===== src/rtl/core/npc_pkg.sv =====
`timescale 1ns / 1ps

package npc_pkg;

  localparam int unsigned MAX_COLORS = 16;
  localparam int unsigned IDX_W      = (MAX_COLORS > 1) ? $clog2(MAX_COLORS) : 1;
  localparam int unsigned CFG_W      = 5;
  localparam int unsigned SLOT_W     = 4;
  localparam int unsigned COMP_W     = 8;
  localparam int unsigned DIST_W     = 18;
  localparam int unsigned CMP_W      = ((IDX_W > CFG_W) ? IDX_W : CFG_W) + 1;

  localparam logic [DIST_W-1:0] DIST_START = DIST_W'(255 * 255 * 3 + 1);
  localparam logic [CFG_W-1:0]  CFG_RESET  = CFG_W'(2);

  typedef enum logic {
    CMD_LOAD   = 1'b0,
    CMD_LOOKUP = 1'b1
  } cmd_e;

  typedef struct packed {
    logic [COMP_W-1:0] red;
    logic [COMP_W-1:0] green;
    logic [COMP_W-1:0] blue;
  } color_t;

  // one item moving down the cell row, carrying the best match so far
  typedef struct packed {
    logic              valid;
    cmd_e              cmd;
    logic [SLOT_W-1:0] slot;
    color_t            pix;
    logic [DIST_W-1:0] best_dist;
    logic [IDX_W-1:0]  best_idx;
    color_t            best_col;
  } token_t;

endpackage


===== src/rtl/core/npc_cell.sv =====
`timescale 1ns / 1ps

module npc_cell
  import npc_pkg::*;
(
  input  logic             clk_i,
  input  logic             rst_ni,
  input  logic             advance_i,
  input  logic [IDX_W-1:0] cell_idx_i,
  input  logic [CFG_W-1:0] count_i,
  input  token_t           tok_i,
  output token_t           tok_o
);

  color_t              entry_q;
  logic                valid_q;
  token_t              tok_q;
  token_t              tok_d;
  logic                active;
  logic                wr_en;
  logic [COMP_W-1:0]   dr;
  logic [COMP_W-1:0]   dg;
  logic [COMP_W-1:0]   db;
  logic [2*COMP_W-1:0] sq_r;
  logic [2*COMP_W-1:0] sq_g;
  logic [2*COMP_W-1:0] sq_b;
  logic [DIST_W-1:0]   sq_dist;

  assign active = CMP_W'(cell_idx_i) < CMP_W'(count_i);
  assign wr_en  = advance_i && tok_i.valid && (tok_i.cmd == CMD_LOAD)
                  && (CMP_W'(tok_i.slot) == CMP_W'(cell_idx_i));

  assign dr = (tok_i.pix.red > entry_q.red) ? tok_i.pix.red - entry_q.red
                                            : entry_q.red - tok_i.pix.red;
  assign dg = (tok_i.pix.green > entry_q.green) ? tok_i.pix.green - entry_q.green
                                                : entry_q.green - tok_i.pix.green;
  assign db = (tok_i.pix.blue > entry_q.blue) ? tok_i.pix.blue - entry_q.blue
                                              : entry_q.blue - tok_i.pix.blue;

  assign sq_r    = dr * dr;
  assign sq_g    = dg * dg;
  assign sq_b    = db * db;
  assign sq_dist = DIST_W'(sq_r) + DIST_W'(sq_g) + DIST_W'(sq_b);

  always_comb begin
    tok_d = tok_i;
    // strict less-than keeps the lowest slot on ties
    if (tok_i.cmd == CMD_LOOKUP && active && sq_dist < tok_i.best_dist) begin
      tok_d.best_dist = sq_dist;
      tok_d.best_idx  = cell_idx_i;
      tok_d.best_col  = entry_q;
    end
  end

  always_ff @(posedge clk_i) begin
    if (wr_en) begin
      entry_q <= tok_i.pix;
    end
  end

  always_ff @(posedge clk_i or negedge rst_ni) begin
    if (!rst_ni) begin
      valid_q <= 1'b0;
    end else if (advance_i) begin
      valid_q <= tok_i.valid;
    end
  end

  always_ff @(posedge clk_i) begin
    if (advance_i) begin
      tok_q <= tok_d;
    end
  end

  always_comb begin
    tok_o       = tok_q;
    tok_o.valid = valid_q;
  end

endmodule


===== config.mk =====
export PLATFORM = sky130hd
export DESIGN_NAME = npc_cell
export DESIGN_NICKNAME = d
export VERILOG_FILES = /design/src/rtl/core/npc_pkg.sv /design/src/rtl/core/npc_cell.sv
export SDC_FILE = /design/constraint.sdc
export NUM_CORES = 1
export LEC_CHECK = 0
export BUFFER_PORTS_ARGS = -buffer_cell sky130_fd_sc_hd__buf_2
export CAP_MARGIN = 20
export CORE_ASPECT_RATIO = 1.5
export CORE_MARGIN = 2
export CORE_UTILIZATION = 55
export CTS_BUF_LIST = sky130_fd_sc_hd__clkbuf_8
export CTS_CLUSTER_SIZE = 14
export DETAILED_ROUTE_END_ITERATION = 10
export PLACE_DENSITY = 0.77
export SETUP_SLACK_MARGIN = 0.4
export SLEW_MARGIN = 30
export SYNTH_ARGS = -nofsm -noshare
export SYNTH_HDL_FRONTEND = slang
export SYNTH_SLANG_ARGS = --single-unit

===== constraint.sdc =====
create_clock -name clk_i -period 9.25 [get_ports clk_i]
set_input_delay 1.85 -clock clk_i [delete_from_list [all_inputs] [get_ports clk_i]]
set_output_delay 1.85 -clock clk_i [all_outputs]
set_load 0.01 [all_outputs]

==> results of run 1 <==
per-stage QoR:
stage                     TNS, ps  cell area [µm²]  instances
after CTS                  -55340            15000       1758
after floorplan            -47510            11900       1105
after global routing       -68110            15300       1771
after global placement     -69780            14500       1728
final                      -54980            15300       1771
after detailed placement   -81830            14500       1728
cells in the mapped netlist (all sizes together), types with 3 or more instances:
cell | count | share of area
o21bai | 7 | 0.0045
nand3 | 6 | 0.0026
and4 | 3 | 0.0023
inv | 278 | 0.090
nand2 | 34 | 0.011
clkbuf | 8 | 0.0026
a21oi | 44 | 0.020
a211oi | 7 | 0.0045
a21o | 29 | 0.019
nor2b | 9 | 0.0050
xnor2 | 22 | 0.018
and3 | 4 | 0.0021
nand2b | 16 | 0.0086
ha | 144 | 0.15
or2 | 10 | 0.0054
buf | 15 | 0.010
and2 | 5 | 0.0028
o21ai | 20 | 0.0099
o21a | 4 | 0.0026
nor2 | 78 | 0.026
a21boi | 4 | 0.0026
fa | 139 | 0.24
xor2 | 18 | 0.015
mux2 | 48 | 0.046
edfxtp | 99 | 0.26
a31oi | 8 | 0.0048
mux2i | 14 | 0.012
nand4 | 10 | 0.0054
kinds of logic after synthesis:
kind of cell	synth area share
buffers and inverters	0.102
adders and majority gates	0.394
and+or+nand+nor	0.0762
AOI/OAI and AO/OA	0.0788
DFF	0.257
muxes	0.0584
xor gates and xnor gates	0.0333
flip-flops by register name (all words and copies together), names as in the netlist:
name and count:
entry_q 24, tok_o 75, valid_q 1
cell type report:
type                            count  area, µm²
Inverter                          278       1060
Multi-Input combinational cell    704       7920
Clock inverter                      7       75.1
Fill cell                        1481       5640
Clock buffer                        9        124
Sequential cell                   100       3000
Timing Repair Buffer              405       2760
Tap cell                          268        335
path summary, 6_finish.rpt:
path | endpoint | startpoint | cells past startpoint
min in group asynchronous | valid_q$_DFFE_PN0P_ | rst_ni | 1
worst min register to register | valid_q$_DFFE_PN0P_ | valid_q$_DFFE_PN0P_ | 2
worst min-delay path | valid_q$_DFFE_PN0P_ | valid_q$_DFFE_PN0P_ | 2
worst max-delay path | tok_o[9]$_DFFE_PP_ | tok_i[62] | 40
max in group asynchronous | valid_q$_DFFE_PN0P_ | rst_ni | 1
worst max register to register | tok_o[9]$_DFFE_PP_ | entry_q[16]$_DFFE_PP_ | 38
timing repair:
action / in CTS / in global routing
gates cloned: 4 / 1
resized for setup: 33 / 32
pin swaps: 42 / 33
setup buffers: 10 / 12
setup endpoints to repair: 46 / 46
metal layers:
metal | vias to the layer above | GRT usage | wire, µm
met1 | 4533 | 0.277 | 9900
li1 | 4326 | - | -
met3 | 70 | 0.0322 | 784
met2 | 201 | 0.514 | 16900
met5 | - | 0 | 0
met4 | 0 | 0.125 | 1200
worst max-delay path, delay by kind of cell:
kind                     cells  cell delay (ps)
AO/OA/AOI/OAI               12             1900
AND/OR/NAND/NOR              4              380
adder cells (fa/ha/maj)     11             4550
multiplexers                 2              620
buffers and inverters        9              840
XOR/XNOR                     2              510
cell usage in the layout, fill, tap and decap left out, types with 5 or more instances in the layout:
master | synthesis | layout
a211oi_1 | 7 | 6
a21o_1 | 26 | 25
a21oi_1 | 42 | 31
a21oi_2 | 1 | 12
a31oi_1 | 7 | 7
buf_2 | 7 | 162
buf_4 | 2 | 231
buf_6 | 6 | 6
clkbuf_8 | 0 | 9
edfxtp_1 | 99 | 99
fa_1 | 139 | 132
fa_2 | 0 | 7
ha_1 | 144 | 132
ha_4 | 0 | 9
inv_1 | 276 | 269
inv_2 | 2 | 9
mux2_2 | 44 | 43
mux2_4 | 0 | 5
mux2i_2 | 0 | 6
nand2_1 | 34 | 31
nand2b_1 | 16 | 16
nand3_1 | 6 | 5
nand4_1 | 10 | 10
nor2_1 | 77 | 69
nor2_2 | 0 | 6
nor2b_1 | 8 | 7
o21ai_0 | 18 | 14
o21bai_1 | 7 | 7
or2_2 | 9 | 9
xnor2_1 | 20 | 16
xnor2_2 | 2 | 6
xor2_1 | 15 | 11
xor2_2 | 3 | 5
==> run_results.csv, run 1 <==
group,metric,value,unit
outcome,status,"finished, violations left",
outcome,violations,"setup timing",
timing,final-setup-viol-count,46,
detailed_routing,wirelength,28800,µm
timing,period_share,1.13,
yosys,synth_edf_count,99,
global_route,antenna_found_initial,0,
yosys,ys.flop_type,"edfxtp_1",
critical_path,path_class,"in2reg",
global_route,grt_pass1_wl,45700,µm
placement,post-place-ws,-1840,ps
timing,relSlewSlack,0.506,
floorplan,die_w,123,µm
yosys,synth-seq-cells,100,
critical_path,r2r_slack,-100,ps
critical_path,critPathMaxStageDelay,540,ps
placement,hpwlAfterDp,23000,µm
clocking,cts_tree,"done",
floorplan,ioPinCount,164,
timing,clock.fmax,95.4,MHz
critical_path,crit_arrival,10640,ps
yosys,synth_cells,1105,
timing,holdWs,540,ps
critical_path,cp-start-kind,"input port",
global_route,grt_max_degree,45,
critical_path,cp.required,9410,ps
timing,finalHoldViolCount,0,
timing,fin_ws,-1230,ps
yosys,syn_area_per_cell,10.5,µm²
clocking,htree_levels,3,
detailed_routing,vias,9130,
floorplan,start_util,0.557,
timing,slew_violations,0,
global_route,track_usage,0.266,
timing,rsz0062_at_grt,"true",
clocking,clk_pin_slew_worst_paths,110,ps
placement,io_buffer_count,163,
floorplan,core,0.0209,mm²
detailed_routing,wl_per_cell,16.2,µm
yosys,synth_cell_types,62,
floorplan,die_h,182,µm
detailed_routing,firstDrtPassIters,4,
floorplan,rows,65,
yosys,yosys_warnings,0,
yosys,ys_seq_area_frac,0.257,
final_layout,fin_nets,1869,
floorplan,dieArea,0.0224,mm²
clocking,post_cts_hold_buffer_count,0,
yosys,synthArstFlopShare,0.0100,
detailed_routing,postRouteAntennaNets,0,
yosys,synthesis.area,0.0116,mm²
critical_path,cp-end-kind,"flop",
critical_path,slowest_stage,"fa_1",
clocking,clk_latency,420,ps
clocking,cts-root-buf,"clkbuf_8",
job,cap_violations,0,
final_layout,diodes,0,
clocking,clock-sinks,100,
timing,skew,19.9,ps
placement,place.gp.congestion,0.958,
detailed_routing,drc,0,
timing,fin_crit,10480,ps
detailed_routing,drtIter0Drc,388,
min_path,hold_path.class,"reg2reg",
clocking,clk_path_buf_depth,2,
critical_path,path_common_cell,"fa_1",
global_route,grt-ovfl-total,0,
yosys,syn_nets,1476,
detailed_routing,viasPerCell,5.16,
final_layout,drive_gt1_frac,0.382,
critical_path,cp_max_fo,8,
clocking,cts_made_buffers,9,
timing,worst_pin_slew,722,ps
global_route,grt_pass1_vias,9817,
final_layout,post-route-util,0.730,
final_layout,syn2layout_area_growth,31.1,%
Power of run 1 is left out: the tool's default activity adds up to more than one toggle a clock period on the data nets, which glitch-free logic cannot reach.
==> run 2: changes to the inputs <==
CELL_PAD_IN_SITES_DETAIL_PLACEMENT = 1   (was unset)
CELL_PAD_IN_SITES_GLOBAL_PLACEMENT = 2   (was unset)
CORE_UTILIZATION = 35   (was 55)
PLACE_DENSITY = unset   (was 0.77)
PLACE_DENSITY_LB_ADDON = 0.1   (was unset)
==> run 2 against run 1 <==
  * Register-to-register slack got worse by 50 ps
  * Routed wire length increased by 14%
  * Critical path depth unchanged
  * Critical endpoint is now tok_o[11]$_DFFE_PP_
  * The flow still finishes with violations (setup timing)
  * Via count decreased by 2.6%
  * Setup slack improved by 13 ps
  * Clock skew increased by 7.2 ps
  * Non-clock buffer count increased by 4
==> run_results.csv, run 2 (synthesis results as in run 1) <==
group,metric,value,unit
outcome,status,"finished, violations left",
outcome,violations,"setup timing",
critical_path,rr_worst_depth,38,
floorplan,core,0.0327,mm²
global_route,grt_pass1_wl,51700,µm
timing,holdWs,539,ps
clocking,clk_latency,450,ps
timing,clock.fmax,95.5,MHz
final_layout,multi_input_area,0.00790,mm²
critical_path,cp_top_family,"adder cells",
placement,hpwlAfterDp,27700,µm
global_route,antenna_found_initial,0,
clocking,cts-root-buf,"clkbuf_8",
floorplan,rows,81,
clocking,post_cts_hold_buffer_count,0,
clocking,cts_tree,"done",
clocking,cts_made_buffers,9,
critical_path,crit_arrival,10670,ps
timing,fin_ws,-1220,ps
floorplan,dieArea,0.0348,mm²
placement,dp_cells,1884,
detailed_routing,firstDrtPassIters,4,
final_layout,fill_cells,3743,
min_path,hold_path.class,"reg2reg",
timing,skew,27.1,ps
clocking,clk_pin_slew_worst_paths,130,ps
critical_path,cp_max_fo,24,
final_layout,syn2layout_area_growth,32.7,%
placement,post-place-ws,-2000,ps
final_layout,largest_register_ffs,75,
critical_path,critPathMaxStageDelay,540,ps
critical_path,cp-end-kind,"flop",
critical_path,slowest_stage,"fa_1",
critical_path,path_buf_inv,10,
placement,place.gp.congestion,0.849,
final_layout,seq_area,0.00300,mm²
job,cap_violations,0,
final_layout,diodes,0,
critical_path,cp.depth,40,
timing,fin_crit,10470,ps
timing,worst_pin_slew,604,ps
clocking,clock-sinks,100,
final_layout,final_cell_count_no_fill,1922,
timing,rsz0062_at_grt,"true",
timing,period_share,1.13,
global_route,grt_pass1_vias,10095,
detailed_routing,viasPerCell,4.63,
floorplan,die_h,227,µm
detailed_routing,vias,8895,
final_layout,mostFrequentLayoutCells,"265 x inv_1, 238 x buf_4, 162 x buf_2, 134 x ha_1, 132 x fa_1",
timing,tns,-53380,ps
critical_path,cp-start-kind,"input port",
critical_path,path_common_cell,"fa_1",
detailed_routing,drtIter0Drc,192,
timing,final-setup-viol-count,46,
floorplan,start_util,0.356,
timing,slew_violations,0,
clocking,clk_path_buf_depth,2,
global_route,track_usage,0.193,
floorplan,ioPinCount,164,
global_route,grt_max_degree,41,
detailed_routing,drc,0,
timing,relSlewSlack,0.597,
detailed_routing,wl_per_cell,17.0,µm
floorplan,die_w,153,µm
detailed_routing,postRouteAntennaNets,0,
placement,io_buffer_count,163,
global_route,grt-ovfl-total,0,
min_path,holdPathStages,2,
final_layout,layout_commonest_cell,"inv_1",
detailed_routing,wirelength,32700,µm
timing,finalHoldViolCount,0,
final_layout,fin_nets,1873,
final_layout,drive_gt1_frac,0.384,
clocking,htree_levels,3,
critical_path,cp.required,9460,ps
critical_path,path_class,"in2reg",
-- run 2: cell type report --
cell class,count,share of cell area
timing repair buffer,409,0.180
inverter,278,0.0683
sequential,100,0.194
multi-input combinational,704,0.511
tap,415,0.0336
clock buffer,9,0.00801
clock inverter,7,0.00559
-- run 2: per-stage QoR --
step	area [µm²]	utilization
after global placement	14800	0.451
final	15500	0.472
after floorplan	11900	-
after global routing	15500	0.472
after CTS	15200	0.464
after detailed placement	14800	0.451
-- run 2: worst paths after layout --
| path | start | end | slack, ps |
|---|---|---|---|
| hold reg to reg | valid_q$_DFFE_PN0P_ | valid_q$_DFFE_PN0P_ | 540 |
| setup / recovery | tok_i[62] | tok_o[11]$_DFFE_PP_ | -1220 |
| min in group asynchronous | rst_ni | valid_q$_DFFE_PN0P_ | 1150 |
| setup reg to reg | entry_q[16]$_DFFE_PP_ | tok_o[11]$_DFFE_PP_ | -150 |
| hold / removal | valid_q$_DFFE_PN0P_ | valid_q$_DFFE_PN0P_ | 540 |
| max in group asynchronous | rst_ni | valid_q$_DFFE_PN0P_ | 8020 |
-- run 2: worst min-delay path: cells and delay by family (launching register included) --
| kind | cells | cell delay [ps] |
|---|---|---|
| buffers and inverters | 1 | 50 |
| AO/OA/AOI/OAI | 1 | 60 |
| flip-flops | 1 | 400 |
-- run 2: timing repair --
item / 4_1_cts / 5_1_grt
cloned: 2 / 1
pin swaps: 9 / 10
setup endpoints to repair: 46 / 46
resized for setup: 24 / 38
buffers inserted: 11 / 8
-- run 2: metal layers --
layer  GRT usage  wire (µm)  vias to the layer above
li1            -          -                     4322
met1       0.208      12200                     4442
met2       0.392      19300                      102
met3      0.0251        616                       29
met4      0.0487        563                        0
met5           0          0                        -
Power of run 2 is left out for the same reason.
==> run 3: changes to the inputs <==
ABC_AREA = 1   (was unset)
CORE_UTILIZATION = 33   (was 35)
==> run 3 against run 2 <==
  * The run still ends with setup timing left
  * Synthesized cell count is 33% higher
  * Via count increased by 22%
  * Global-route usage rose by 1.3 points
  * Clock skew grew 5.3 ps
  * First-iteration DRC count increased by 52%
  * Routed wire length increased by 23%
  * Sequential cell count did not move
  * Setup slack better by 1200 ps
  * Final cell count is 26% higher
  * Register-to-register slack improved by 1100 ps
  * Largest cell class unchanged
  * Highest routed layer unchanged
==> run_results.csv, run 3 <==
group,metric,value,unit
final_layout,fin_nets,2293,
final_layout,largest_register_ffs,75,
timing,finalHoldViolCount,0,
yosys,synthArstFlopShare,0.0100,
floorplan,rows,87,
critical_path,cp_max_fo,8,
final_layout,post-route-util,0.489,
yosys,synth_common_cells,"372 x nand2_1, 347 x inv_1, 144 x ha_1, 139 x fa_1, 99 x edfxtp_1",
timing,skew,32.3,ps
timing,relSlewSlack,0.619,
clocking,htree_levels,3,
yosys,syn_nets,1837,
critical_path,cp.required,9530,ps
floorplan,start_util,0.333,
detailed_routing,drc,0,
yosys,ys.flop_type,"edfxtp_1",
final_layout,syn2layout_area_growth,46.9,%
yosys,synthesis.area,0.0124,mm²
yosys,synth_top_area_cell,"edfxtp_1",
floorplan,die_h,242,µm
detailed_routing,wirelength,40200,µm
clocking,clk_pin_slew_worst_paths,130,ps
critical_path,path_buf_inv,12,
placement,hpwlAfterDp,32200,µm
floorplan,ioPinCount,164,
timing,fin_crit,9270,ps
job,cap_violations,0,
critical_path,crit_arrival,9550,ps
global_route,antenna_found_initial,2,
yosys,ys_seq_area_frac,0.241,
global_route,track_usage,0.206,
yosys,synth_cells,1466,
detailed_routing,firstDrtPassIters,5,
timing,fin_ws,-18.3,ps
critical_path,startpoint,"tok_i[62]",
global_route,grt-ovfl-total,0,
detailed_routing,viasPerCell,4.50,
clocking,clk_latency,420,ps
outcome,violations,"setup timing",
placement,place.gp.congestion,0.869,
yosys,synth_cell_types,39,
clocking,clock-sinks,100,
critical_path,path_class,"in2reg",
yosys,yosys_warnings,0,
min_path,hold_start,"valid_q$_DFFE_PN0P_",
global_route,grt_pass1_wl,62900,µm
yosys,synth-seq-cells,100,
timing,clock.fmax,108,MHz
yosys,synth_area_leaders,"edfxtp_1 24%, fa_1 22%, ha_1 15%",
detailed_routing,wl_per_cell,16.6,µm
final_layout,mostFrequentLayoutCells,"293 x inv_1, 270 x buf_4, 236 x nand2_1, 158 x buf_2, 118 x fa_1",
timing,worst_pin_slew,572,ps
global_route,grt_pass1_vias,12209,
critical_path,cp-end-kind,"flop",
final_layout,layout_commonest_cell,"inv_1",
min_path,hold_path.class,"reg2reg",
timing,tns,-136,ps
final_layout,drive_gt1_frac,0.462,
outcome,status,"finished, violations left",
critical_path,cp-start-kind,"input port",
timing,period_share,1.00,
critical_path,critPathMaxStageDelay,540,ps
yosys,synth_edf_count,99,
clocking,post_cts_hold_buffer_count,0,
floorplan,core,0.0373,mm²
detailed_routing,postRouteAntennaNets,0,
yosys,synth_top_area_share,0.239,
critical_path,cp_top_family,"adder cells",
clocking,cts-root-buf,"clkbuf_8",
placement,io_buffer_count,163,
critical_path,reg2reg_from,"entry_q[16]$_DFFE_PP_",
detailed_routing,vias,10890,
floorplan,die_w,162,µm
yosys,syn_area_per_cell,8.47,µm²
clocking,cts_made_buffers,9,
timing,final-setup-viol-count,12,
clocking,cts_tree,"done",
clocking,clk_path_buf_depth,2,
timing,rsz0062_at_grt,"true",
detailed_routing,drtIter0Drc,291,
floorplan,dieArea,0.0392,mm²
timing,slew_violations,0,
critical_path,path_common_cell,"fa_1",
global_route,grt_max_degree,44,
critical_path,slowest_stage,"fa_1",
yosys,synth_most_common_cell,"nand2_1",
-- run 3: cell types whose count changed in the layout (fill, tap and decap cells not counted), sizes merged, moves of 7 or more --
cell    change
nand3      +37
nor2b       -9
a31oi       -8
inv        +80
xnor2      -15
nand2     +379
a211oi      -7
a21o       -25
mux2i      -14
nand2b     -15
buf        +48
mux2       -48
nor2       +33
-- run 3: stage by stage --
step	instance area, µm²	hold slack (ps)	setup WS, ps	cells
6_report	18200	540	-18.3	2418
5_1_grt	18200	551	-334	2418
4_1_cts	17200	540	-10.0	2390
3_5_place_dp	15700	533	-862	2325
3_3_place_gp	15700	523	-731	2325
2_1_floorplan	12700	497	210	1466
-- run 3: worst paths after layout --
path | depth (start not counted) | end | slack (ps)
setup / recovery | 45 | tok_o[5]$_DFFE_PP_ | -20
hold / removal | 2 | valid_q$_DFFE_PN0P_ | 540
setup reg to reg | 43 | tok_o[5]$_DFFE_PP_ | 930
hold reg to reg | 2 | valid_q$_DFFE_PN0P_ | 540
max in group asynchronous | 1 | valid_q$_DFFE_PN0P_ | 8000
min in group asynchronous | 1 | valid_q$_DFFE_PN0P_ | 1170
-- run 3: timing repair --
| action | CTS | global route |
|---|---|---|
| setup endpoints to repair | 46 | 46 |
| gates resized for setup | 202 | 212 |
| cloned | 2 | 6 |
| hold endpoints to repair | 0 | 0 |
| pin swaps | 89 | 78 |
| setup buffers | 47 | 20 |
-- run 3: logic make-up after synthesis --
group           Yosys count  share of synthesized area
xor+xnor                 28                     0.0197
buf+inv                 376                      0.117
simple gates            594                      0.209
compound gates           85                     0.0435
fa+ha+maj               283                      0.369
flops                   100                      0.241
-- run 3: worst reg2reg max path, delay by kind of cell, from the launching register on --
kind	cells	cell delay, ps
simple gates	20	1880
buf+inv	11	980
compound gates	1	150
flops	1	520
fa+ha+maj	11	4690
-- run 3: routing by layer --
metal  GRT usage  share of wire  up-vias  routed length (µm)
li1            -              -     5341                   -
met1       0.223           0.37     5351               14800
met2       0.402           0.57      152               22900
met3      0.0192          0.021       46                 843
met4      0.0820          0.041        0                1650
met5           0              0        -                   0
-- run 3: final cells by class --
class	instances	area [µm²]
clock buffer	9	124
antenna	2	5.00
clock inverter	7	118
sequential	100	3000
fill	4388	19100
inverter	360	1380
timing repair buffer	461	3370
multi-input combinational	990	9640
tap	489	612
Power of run 3 is left out for the same reason.
